<file path="src/hdl/battery_gauge_sequencer_assert.svh">
// ---------------------------------------------------------------------------
// battery gauge sequencer assertion macros
// concurrent checks that drop out of synthesis builds
// ---------------------------------------------------------------------------
`ifndef BATTERY_GAUGE_SEQUENCER_ASSERT_SVH
`define BATTERY_GAUGE_SEQUENCER_ASSERT_SVH

`ifndef SYNTHESIS

// same-cycle implication
`define BGS_ASSERT_IMP(label, clk, rst_n, ante, cons, msg) \
	label: assert property (@(posedge clk) disable iff (!rst_n) (ante) |-> (cons)) \
		else $error(msg);

// next-cycle implication
`define BGS_ASSERT_NXT(label, clk, rst_n, ante, cons, msg) \
	label: assert property (@(posedge clk) disable iff (!rst_n) (ante) |=> (cons)) \
		else $error(msg);

`else

`define BGS_ASSERT_IMP(label, clk, rst_n, ante, cons, msg)
`define BGS_ASSERT_NXT(label, clk, rst_n, ante, cons, msg)

`endif

`endif

</file>
<file path="src/hdl/bgs_pkg.sv">
// ---------------------------------------------------------------------------
// bgs_pkg
// shared types, widths and constants of the battery gauge sequencer
// ---------------------------------------------------------------------------
`timescale 1ns / 1ps

package bgs_pkg;

	localparam int MAX_SAMPLES = 64;

	localparam int NOW_W = 32;
	localparam int RAW_W = 16;
	localparam int MV_W  = 20;
	localparam int LVL_W = 7;
	localparam int CNT_W = $clog2(MAX_SAMPLES + 1);
	localparam int SUM_W = MV_W + $clog2(MAX_SAMPLES);

	localparam int CFG_IDX_W  = 3;
	localparam int CFG_DATA_W = 20;

	localparam logic [CFG_IDX_W-1:0] CFG_STABILIZE_MS = 3'd0;
	localparam logic [CFG_IDX_W-1:0] CFG_MEASURE_MS   = 3'd1;
	localparam logic [CFG_IDX_W-1:0] CFG_POLL_SECONDS = 3'd2;
	localparam logic [CFG_IDX_W-1:0] CFG_ADC_BITS     = 3'd3;
	localparam logic [CFG_IDX_W-1:0] CFG_VREF_MV      = 3'd4;
	localparam logic [CFG_IDX_W-1:0] CFG_DIVIDER_Q8   = 3'd5;
	localparam logic [CFG_IDX_W-1:0] CFG_MIN_BATT_MV  = 3'd6;
	localparam logic [CFG_IDX_W-1:0] CFG_MAX_BATT_MV  = 3'd7;

	localparam logic [MV_W-1:0]  MV_MAX     = '1;
	localparam logic [LVL_W-1:0] LVL_FULL   = 7'd100;
	localparam logic [11:0]      DIV_UNITY  = 12'd256;
	localparam int               POLL_SCALE = 1000;

	// serial multiplier
	localparam int MUL_A_W   = 32;
	localparam int MUL_B_W   = 16;
	localparam int MUL_P_W   = 48;
	localparam int MUL_CNT_W = $clog2(MUL_B_W + 1);

	// serial divider
	localparam int DIV_NUM_W = 36;
	localparam int DIV_DEN_W = 31;
	localparam int DIV_CNT_W = $clog2(DIV_NUM_W + 1);

	// q4.8 divider ratio carries this shift, removed from the product before the full-scale division
	localparam int MV_SHIFT = 8;

	typedef struct packed {
		logic [NOW_W-1:0] now_ms;
		logic [RAW_W-1:0] adc_raw;
	} bgs_in_t;

	typedef struct packed {
		logic             switch_on;
		logic             result_valid;
		logic [MV_W-1:0]  avg_voltage_mv;
		logic [LVL_W-1:0] level_pct;
	} bgs_out_t;

	typedef struct packed {
		logic [15:0] stabilize_ms;
		logic [15:0] measure_ms;
		logic [15:0] poll_seconds;
		logic [4:0]  adc_bits;
		logic [15:0] vref_mv;
		logic [11:0] divider_q8;
		logic [19:0] min_batt_mv;
		logic [19:0] max_batt_mv;
	} bgs_cfg_t;

	localparam bgs_cfg_t CFG_RESET = '{
		stabilize_ms: 16'd50,
		measure_ms:   16'd100,
		poll_seconds: 16'd60,
		adc_bits:     5'd10,
		vref_mv:      16'd3300,
		divider_q8:   12'd256,
		min_batt_mv:  20'd2000,
		max_batt_mv:  20'd3000
	};

	typedef struct packed {
		logic               start;
		logic [MUL_A_W-1:0] a;
		logic [MUL_B_W-1:0] b;
	} bgs_mul_req_t;

	typedef struct packed {
		logic                 start;
		logic [DIV_NUM_W-1:0] num;
		logic [DIV_DEN_W-1:0] den;
	} bgs_div_req_t;

	typedef enum logic [1:0] {
		PH_IDLE = 2'd0,
		PH_STAB = 2'd1,
		PH_MEAS = 2'd2
	} bgs_phase_t;

	typedef enum logic [3:0] {
		ST_WAIT,
		ST_MUL_V,
		ST_MUL_D,
		ST_DIV_MV,
		ST_FIN_CHK,
		ST_DIV_AVG,
		ST_LVL_CHK,
		ST_MUL_L,
		ST_DIV_L,
		ST_DONE
	} bgs_state_t;

endpackage

</file>
<file path="src/hdl/bgs_cfg_regs.sv">
// ---------------------------------------------------------------------------
// bgs_cfg_regs
// configuration register file with reset defaults, write only
// ---------------------------------------------------------------------------
`timescale 1ns / 1ps

module bgs_cfg_regs (
	input  logic                           clk,
	input  logic                           arst_n,
	input  logic                           cfg_we,
	input  logic [bgs_pkg::CFG_IDX_W-1:0]  cfg_index,
	input  logic [bgs_pkg::CFG_DATA_W-1:0] cfg_data,
	output bgs_pkg::bgs_cfg_t              cfg
);
	import bgs_pkg::*;

	bgs_cfg_t cfg_q;

	always_ff @(posedge clk or negedge arst_n) begin
		if (!arst_n) begin
			cfg_q <= CFG_RESET;
		end else if (cfg_we) begin
			unique case (cfg_index)
				CFG_STABILIZE_MS: cfg_q.stabilize_ms <= cfg_data[15:0];
				CFG_MEASURE_MS:   cfg_q.measure_ms   <= cfg_data[15:0];
				CFG_POLL_SECONDS: cfg_q.poll_seconds <= cfg_data[15:0];
				CFG_ADC_BITS:     cfg_q.adc_bits     <= cfg_data[4:0];
				CFG_VREF_MV:      cfg_q.vref_mv      <= cfg_data[15:0];
				CFG_DIVIDER_Q8:   cfg_q.divider_q8   <= cfg_data[11:0];
				CFG_MIN_BATT_MV:  cfg_q.min_batt_mv  <= cfg_data[19:0];
				CFG_MAX_BATT_MV:  cfg_q.max_batt_mv  <= cfg_data[19:0];
				default:          cfg_q <= cfg_q;
			endcase
		end
	end

	assign cfg = cfg_q;

endmodule

</file>
<file path="src/hdl/bgs_serial_mul.sv">
// ---------------------------------------------------------------------------
// bgs_serial_mul
// shift-add multiplier, one multiplier bit per cycle, lsb first
// ---------------------------------------------------------------------------
`timescale 1ns / 1ps

module bgs_serial_mul (
	input  logic                        clk,
	input  logic                        arst_n,
	input  bgs_pkg::bgs_mul_req_t       req,
	output logic                        busy,
	output logic [bgs_pkg::MUL_P_W-1:0] prod
);
	import bgs_pkg::*;

	logic                 busy_q;
	logic [MUL_CNT_W-1:0] cnt_q;
	logic [MUL_P_W-1:0]   a_q;
	logic [MUL_P_W-1:0]   acc_q;
	logic [MUL_B_W-1:0]   b_q;

	always_ff @(posedge clk or negedge arst_n) begin
		if (!arst_n) begin
			busy_q <= 1'b0;
			cnt_q  <= '0;
		end else if (req.start) begin
			busy_q <= 1'b1;
			cnt_q  <= MUL_CNT_W'(MUL_B_W);
		end else if (busy_q) begin
			cnt_q <= cnt_q - MUL_CNT_W'(1);
			if (cnt_q == MUL_CNT_W'(1)) begin
				busy_q <= 1'b0;
			end
		end
	end

	always_ff @(posedge clk) begin
		if (req.start) begin
			a_q   <= MUL_P_W'(req.a);
			b_q   <= req.b;
			acc_q <= '0;
		end else if (busy_q) begin
			if (b_q[0]) begin
				acc_q <= acc_q + a_q;
			end
			a_q <= a_q << 1;
			b_q <= b_q >> 1;
		end
	end

	assign busy = busy_q;
	assign prod = acc_q;

endmodule

</file>
<file path="src/hdl/bgs_serial_div.sv">
// ---------------------------------------------------------------------------
// bgs_serial_div
// restoring divider, one quotient bit per cycle, msb first
// ---------------------------------------------------------------------------
`timescale 1ns / 1ps

module bgs_serial_div (
	input  logic                          clk,
	input  logic                          arst_n,
	input  bgs_pkg::bgs_div_req_t         req,
	output logic                          busy,
	output logic [bgs_pkg::DIV_NUM_W-1:0] quot
);
	import bgs_pkg::*;

	logic                 busy_q;
	logic [DIV_CNT_W-1:0] cnt_q;
	logic [DIV_NUM_W-1:0] num_q;
	logic [DIV_DEN_W-1:0] den_q;
	logic [DIV_DEN_W-1:0] rem_q;
	logic [DIV_DEN_W:0]   trial;
	logic [DIV_DEN_W+1:0] diff;

	assign trial = {rem_q, num_q[DIV_NUM_W-1]};
	assign diff  = {1'b0, trial} - {2'b00, den_q};

	always_ff @(posedge clk or negedge arst_n) begin
		if (!arst_n) begin
			busy_q <= 1'b0;
			cnt_q  <= '0;
		end else if (req.start) begin
			busy_q <= 1'b1;
			cnt_q  <= DIV_CNT_W'(DIV_NUM_W);
		end else if (busy_q) begin
			cnt_q <= cnt_q - DIV_CNT_W'(1);
			if (cnt_q == DIV_CNT_W'(1)) begin
				busy_q <= 1'b0;
			end
		end
	end

	// numerator shifts out at the top while quotient bits enter at the bottom
	always_ff @(posedge clk) begin
		if (req.start) begin
			num_q <= req.num;
			den_q <= req.den;
			rem_q <= '0;
		end else if (busy_q) begin
			if (!diff[DIV_DEN_W+1]) begin
				rem_q <= diff[DIV_DEN_W-1:0];
				num_q <= {num_q[DIV_NUM_W-2:0], 1'b1};
			end else begin
				rem_q <= trial[DIV_DEN_W-1:0];
				num_q <= {num_q[DIV_NUM_W-2:0], 1'b0};
			end
		end
	end

	assign busy = busy_q;
	assign quot = num_q;

endmodule

</file>
<file path="src/hdl/battery_gauge_sequencer.sv">
// ---------------------------------------------------------------------------
// battery_gauge_sequencer
// poll in idle or stabilizing phase: goes straight to the done state, next item once the result is loaded
// measuring poll with a sample: runs the 16-step serial
// multiplier twice and the 36-step serial divider once
// finishing poll: adds the average division and, unless the level clamps, the level multiply and division
// reset: default configuration, idle phase, deadline zero, switch off, no result
// ---------------------------------------------------------------------------
`timescale 1ns / 1ps
`include "battery_gauge_sequencer_assert.svh"

module battery_gauge_sequencer (
	input  logic                           clk,
	input  logic                           arst_n,
	input  logic                           in_valid,
	output logic                           in_stall,
	input  bgs_pkg::bgs_in_t               in_data,
	output logic                           out_valid,
	input  logic                           out_stall,
	output bgs_pkg::bgs_out_t              out_data,
	input  logic                           cfg_we,
	input  logic [bgs_pkg::CFG_IDX_W-1:0]  cfg_index,
	input  logic [bgs_pkg::CFG_DATA_W-1:0] cfg_data
);
	import bgs_pkg::*;

	bgs_cfg_t     cfg;
	bgs_mul_req_t mul_req;
	bgs_div_req_t div_req;
	logic         mul_busy;
	logic         div_busy;
	logic [MUL_P_W-1:0]   mul_prod;
	logic [DIV_NUM_W-1:0] div_quot;

	bgs_state_t state_q, state_d;
	bgs_phase_t phase_q;
	logic [NOW_W-1:0] deadline_q;
	logic [SUM_W-1:0] sum_q;
	logic [CNT_W-1:0] count_q;
	logic             switch_q;
	logic             out_valid_q;
	bgs_out_t         out_data_q;

	logic [NOW_W-1:0] now_q;
	logic             fin_q;
	logic             rv_q;
	logic [MV_W-1:0]  avg_q;
	logic [LVL_W-1:0] lvl_q;

	logic             accept;
	logic             out_load;
	logic             ge_now;
	logic             room;
	logic             sw_ctl;
	logic             lvl_zero;
	logic             lvl_full;
	logic [4:0]       fs_bits;
	logic [DIV_DEN_W-1:0] fs_den;
	logic [MV_W-1:0]  quot_sat;
	logic [NOW_W-1:0] poll_ms;

	bgs_cfg_regs u_cfg (
		.clk       (clk),
		.arst_n    (arst_n),
		.cfg_we    (cfg_we),
		.cfg_index (cfg_index),
		.cfg_data  (cfg_data),
		.cfg       (cfg)
	);

	bgs_serial_mul u_mul (
		.clk    (clk),
		.arst_n (arst_n),
		.req    (mul_req),
		.busy   (mul_busy),
		.prod   (mul_prod)
	);

	bgs_serial_div u_div (
		.clk    (clk),
		.arst_n (arst_n),
		.req    (div_req),
		.busy   (div_busy),
		.quot   (div_quot)
	);

	assign accept   = in_valid && !in_stall;
	assign ge_now   = in_data.now_ms >= deadline_q;
	assign room     = count_q < CNT_W'(MAX_SAMPLES);
	assign sw_ctl   = cfg.divider_q8 > DIV_UNITY;
	assign lvl_zero = (cfg.max_batt_mv <= cfg.min_batt_mv) || (avg_q <= cfg.min_batt_mv);
	assign lvl_full = avg_q >= cfg.max_batt_mv;
	assign fs_bits  = (cfg.adc_bits == 5'd0) ? 5'd1 : cfg.adc_bits;
	assign fs_den   = (DIV_DEN_W'(1) << fs_bits) - DIV_DEN_W'(1);
	assign quot_sat = (div_quot[DIV_NUM_W-1:MV_W] != '0) ? MV_MAX : div_quot[MV_W-1:0];
	assign poll_ms  = NOW_W'(cfg.poll_seconds) * NOW_W'(POLL_SCALE);

	// next state
	always_comb begin
		state_d = state_q;
		unique case (state_q)
			ST_WAIT: begin
				if (in_valid) begin
					if (phase_q == PH_MEAS) begin
						state_d = room ? ST_MUL_V : ST_FIN_CHK;
					end else begin
						state_d = ST_DONE;
					end
				end
			end
			ST_MUL_V:   if (!mul_busy) state_d = ST_MUL_D;
			ST_MUL_D:   if (!mul_busy) state_d = ST_DIV_MV;
			ST_DIV_MV:  if (!div_busy) state_d = ST_FIN_CHK;
			ST_FIN_CHK: state_d = (fin_q && count_q != '0) ? ST_DIV_AVG : ST_DONE;
			ST_DIV_AVG: if (!div_busy) state_d = ST_LVL_CHK;
			ST_LVL_CHK: state_d = (lvl_zero || lvl_full) ? ST_DONE : ST_MUL_L;
			ST_MUL_L:   if (!mul_busy) state_d = ST_DIV_L;
			ST_DIV_L:   if (!div_busy) state_d = ST_DONE;
			ST_DONE:    if (out_load) state_d = ST_WAIT;
			default:    state_d = ST_WAIT;
		endcase
	end

	// unit requests and handshakes
	always_comb begin
		in_stall = 1'b1;
		out_load = 1'b0;
		mul_req  = '0;
		div_req  = '0;
		unique case (state_q)
			ST_WAIT: begin
				in_stall  = 1'b0;
				mul_req.a = MUL_A_W'(in_data.adc_raw);
				mul_req.b = cfg.vref_mv;
				mul_req.start = in_valid && (phase_q == PH_MEAS) && room;
			end
			ST_MUL_V: begin
				mul_req.a = mul_prod[MUL_A_W-1:0];
				mul_req.b = MUL_B_W'(cfg.divider_q8);
				mul_req.start = !mul_busy;
			end
			ST_MUL_D: begin
				div_req.num = mul_prod[MV_SHIFT +: DIV_NUM_W];
				div_req.den = fs_den;
				div_req.start = !mul_busy;
			end
			ST_FIN_CHK: begin
				div_req.num = DIV_NUM_W'(sum_q);
				div_req.den = DIV_DEN_W'(count_q);
				div_req.start = fin_q && (count_q != '0);
			end
			ST_LVL_CHK: begin
				mul_req.a = MUL_A_W'(avg_q - cfg.min_batt_mv);
				mul_req.b = MUL_B_W'(LVL_FULL);
				mul_req.start = !(lvl_zero || lvl_full);
			end
			ST_MUL_L: begin
				div_req.num = mul_prod[DIV_NUM_W-1:0];
				div_req.den = DIV_DEN_W'(cfg.max_batt_mv - cfg.min_batt_mv);
				div_req.start = !mul_busy;
			end
			ST_DONE: begin
				out_load = !out_valid_q || !out_stall;
			end
			default: begin
				in_stall = 1'b1;
			end
		endcase
	end

	always_ff @(posedge clk or negedge arst_n) begin
		if (!arst_n) begin
			state_q     <= ST_WAIT;
			phase_q     <= PH_IDLE;
			deadline_q  <= '0;
			sum_q       <= '0;
			count_q     <= '0;
			switch_q    <= 1'b0;
			out_valid_q <= 1'b0;
		end else begin
			state_q <= state_d;
			if (accept) begin
				unique case (phase_q)
					PH_STAB: begin
						if (ge_now) begin
							phase_q    <= PH_MEAS;
							deadline_q <= in_data.now_ms + NOW_W'(cfg.measure_ms);
						end
					end
					PH_MEAS: begin
						phase_q <= PH_MEAS;
					end
					default: begin
						if (ge_now) begin
							phase_q    <= PH_STAB;
							deadline_q <= in_data.now_ms + NOW_W'(cfg.stabilize_ms);
							if (sw_ctl) begin
								switch_q <= 1'b1;
							end
						end else begin
							phase_q <= PH_IDLE;
						end
					end
				endcase
			end
			if (state_q == ST_DIV_MV && !div_busy) begin
				sum_q   <= sum_q + SUM_W'(quot_sat);
				count_q <= count_q + CNT_W'(1);
			end
			if (state_q == ST_FIN_CHK && fin_q) begin
				phase_q    <= PH_IDLE;
				deadline_q <= now_q + poll_ms;
				sum_q      <= '0;
				count_q    <= '0;
				if (sw_ctl) begin
					switch_q <= 1'b0;
				end
			end
			if (out_load) begin
				out_valid_q <= 1'b1;
			end else if (out_valid_q && !out_stall) begin
				out_valid_q <= 1'b0;
			end
		end
	end

	always_ff @(posedge clk) begin
		if (accept) begin
			now_q <= in_data.now_ms;
			fin_q <= ge_now;
			rv_q  <= 1'b0;
			avg_q <= '0;
			lvl_q <= '0;
		end
		if (state_q == ST_FIN_CHK && fin_q) begin
			rv_q <= 1'b1;
		end
		if (state_q == ST_DIV_AVG && !div_busy) begin
			avg_q <= quot_sat;
		end
		if (state_q == ST_LVL_CHK && !lvl_zero && lvl_full) begin
			lvl_q <= LVL_FULL;
		end
		if (state_q == ST_DIV_L && !div_busy) begin
			lvl_q <= div_quot[LVL_W-1:0];
		end
		if (out_load) begin
			out_data_q.switch_on      <= switch_q;
			out_data_q.result_valid   <= rv_q;
			out_data_q.avg_voltage_mv <= avg_q;
			out_data_q.level_pct      <= lvl_q;
		end
	end

	assign out_valid = out_valid_q;
	assign out_data  = out_data_q;

	`BGS_ASSERT_IMP(a_count_cap, clk, arst_n, 1'b1, count_q <= CNT_W'(MAX_SAMPLES), "sample count above capacity")
	`BGS_ASSERT_IMP(a_finish_clears, clk, arst_n, (state_q == ST_DONE) && rv_q, (phase_q == PH_IDLE) && (count_q == '0) && (sum_q == '0), "finished measurement left state behind")
	`BGS_ASSERT_IMP(a_level_range, clk, arst_n, state_q == ST_DONE, lvl_q <= LVL_FULL, "level above full scale")
	`BGS_ASSERT_NXT(a_accept_busy, clk, arst_n, accept, state_q != ST_WAIT, "item accepted without work started")
	`BGS_ASSERT_IMP(a_units_excl, clk, arst_n, mul_busy, !div_busy, "multiplier and divider busy together")

endmodule

</file>
<file path="config.mk">
export PLATFORM = sky130hd
export DESIGN_NAME = battery_gauge_sequencer
export DESIGN_NICKNAME = d
export VERILOG_FILES = /design/src/hdl/bgs_pkg.sv /design/src/hdl/bgs_cfg_regs.sv /design/src/hdl/bgs_serial_mul.sv /design/src/hdl/bgs_serial_div.sv /design/src/hdl/battery_gauge_sequencer.sv
export VERILOG_INCLUDE_DIRS = /design/src /design/src/hdl
export SDC_FILE = /design/constraint.sdc
export NUM_CORES = 1
export LEC_CHECK = 0
export ABC_CLOCK_PERIOD_IN_PS = 6700
export BUFFER_PORTS_ARGS = -buffer_cell sky130_fd_sc_hd__buf_2
export CAP_MARGIN = 5
export CORE_MARGIN = 3
export CORE_UTILIZATION = 25
export DETAILED_ROUTE_END_ITERATION = 8
export MAX_ROUTING_LAYER = met4
export PLACE_DENSITY = 0.48
export SYNTH_ARGS = -nofsm -noshare
export SYNTH_HDL_FRONTEND = slang
export SYNTH_HIERARCHICAL = 1
export SYNTH_SLANG_ARGS = --single-unit
</file>
<file path="constraint.sdc">
create_clock -name clk -period 6.7 [get_ports clk]
set_input_delay 0.67 -clock clk [delete_from_list [all_inputs] [get_ports clk]]
set_output_delay 0.67 -clock clk [all_outputs]
set_load 0.05 [all_outputs]
</file>
==> results.yml <==
run_status:
  status: "finished, final reports clean"
sta:
  finClkSkew_ns: 0.0694
  hold_slack_ns: 0.226
  setup_slack_ns: 0.352
  fin_crit_sh_pct: 94.7
  timing.final.crit_period_ns: 6.35
  setup_viol: 0
  maxSlewViolCount: 0
  fmax_mhz: 158
  hold_viol: 0
  maxSlewHeadroom_pct: 20.5
  worst_slew_pin_slew_ns: 1.19
critical_path:
  crit_fanout: 5
  worstPathRequired_ns: 7.23
  cpPeakStageDelay_ns: 0.58
  slowest_stage: "dfstp_2"
  start_kind: "register"
  end_kind: "register"
  cp_common_cell: "fa_1"
  crit_chain: "inv_1 -> fa_1 -> fa_1 -> fa_1 -> fa_1 -> inv_1 -> ha_1 -> or3_1 -> o21ai_0 -> a21oi_2 -> a21o_1 -> a21oi_1 -> xnor2_1 -> ha_1 -> a211oi_1 -> o211ai_1 -> a311oi_2 -> o31ai_1 -> o311ai_1 -> buf_4 -> o21ai_1 -> or3_1 -> nor2_1 -> a211oi_1"
  crit_arrival_ns: 6.88
  worstSetupPathType: "reg -> reg"
detailed_routing:
  drc: 0
  ant_nets: 0
  via_count: 26700
  dr.pass1.iters: 5
  wl_per_cell_um: 19.2
  viasPerCell: 4.79
  wl_um: 107000
  initialDrtViolationCount: 1570
die:
  core_um2: 139000
  die_h_um: 381
  initial_core_util_pct: 25.4
  rows: 136
  die_w_um: 381
  io_pins: 107
  die_area_um2: 145000
placement:
  portBuffers: 106
  hpwl_um: 79500
  gp_congestion: 0.873
  postPlaceCellArea_um2: 37700
  place_ws_ns: 0.188
cts:
  cts_tree: "done"
  clk_latency_ns: 0.70
  htree_levels: 2
  cts.sinks: 499
  clock_path_buffers: 3
  cts_made_buffers: 60
  clockRootBuffer: "clkbuf_16"
  cts.reportedPaths.clkPinSlew_ns: 0.06
global_route:
  grt_max_degree: 106
  grt_pass1_vias: 26900
  antenna_found_initial: 26
  grt_pass1_wl_um: 165000
  track_usage_pct: 14.9
  grt_overflow: 0
logic_synthesis:
  synth_nets: 4012
  avgSynthCellArea_um2: 9.80
  synth_cells: 3585
  syn-cell-area_um2: 35100
  synth_warnings: 6
finish:
  layout.nets: 4074
  syn_to_final_growth_pct: 13.8
  layout_common_cells: "323 x nand2_1, 289 x ha_1, 260 x inv_1"
  final_area_um2: 40000
  layout_commonest_cell: "nand2_1"
  drive_above_1_share_pct: 16.1
pwr:
  total_power_mw: 21.4
  p_per_area_nw_per_um2: 536
  leakage_nw: 16.9
  ir_drop_mv: 1.13
job:
  max_cap_viol_count: 0
hold_path:
  hp-class: "in -> reg"
## layer usage
layer	global-route usage (%)	up-vias	share of wire, %
li1	-	13100	-
met1	20.4	12900	48
met2	23.4	488	45
met3	2.01	127	4.5
met4	3.29	0	2.0
met5	-	-	0
## repair_timing
action / CTS / global route
hold buffers: 1 / 0
hold endpoints to repair: 20 / 0
resized for setup: 0 / 10
buffers inserted: 0 / 1
endpoints found under the setup margin: 0 / 7
## worst paths after layout
kind / start / to / slack [ns] / cells after the start
setup / recovery: u_cfg/cfg[76]$_DFFE_PN1P_ / deadline_q[30]$_DFFE_PN0P_ / 0.35 / 24
hold / removal: cfg_data[16] / u_cfg/cfg[36]$_DFFE_PN0P_ / 0.23 / 2
setup reg to reg: u_cfg/cfg[76]$_DFFE_PN1P_ / deadline_q[30]$_DFFE_PN0P_ / 0.35 / 24
hold reg to reg: lvl_q[0]$_SDFFCE_PN0P_ / out_data[0]$_DFFE_PP_ / 0.42 / 0
max in group asynchronous: arst_n / deadline_q[15]$_DFFE_PN0P_ / 4.60 / 3
min in group asynchronous: arst_n / sum_q[2]$_DFFE_PN0P_ / 0.62 / 2
## worst max-delay path, delay by kind of cell, from the launching register on
family / cells / cell delay (ns)
adder cells (fa/ha/maj): 6 / 2.60
AO/OA/AOI/OAI: 11 / 1.81
AND/OR/NAND/NOR: 3 / 0.78
flip-flops: 1 / 0.58
buffers and inverters: 3 / 0.33
XOR/XNOR: 1 / 0.11
## final cells by class
cell class	instances	area [um^2]
clock buffers	78	1640
well taps	1863	2330
inverters	266	998
diodes	13	32.5
flip-flops and latches	499	13100
repair buffers	143	833
multi-input cells	2677	20500
clock inverters	36	520
fillers	14600	98500
## through the flow
step	instances	setup TNS (ns)	util, %
global placement	5446	0	27.2
detailed placement	5446	0	27.2
global route	5571	-0.0106	28.8
floorplan	3585	0	-
finish	5575	0	28.9
CTS	5561	0	28.8
## sequential cells by signal, indices dropped and copies added, names as in the netlist, 16 cells and up
name and count:
u_div/den_q 31, u_mul/prod 44, sum_q 26, out_data 29
avg_q 20, u_div/rem_q 31, deadline_q 32, u_cfg/cfg 121
u_div/quot 36, now_q 32, u_mul/a_q 44, u_mul/b_q 16
## report_power, final
part / internal [mW] / switching [mW] / total (mW)
clock: 2.16 / 1.43 / 3.59
sequential: 3.36 / 0.166 / 3.52
combinational: 6.19 / 8.13 / 14.3
total: 11.7 / 9.72 / 21.4
Power figures use the tool's default switching activity.
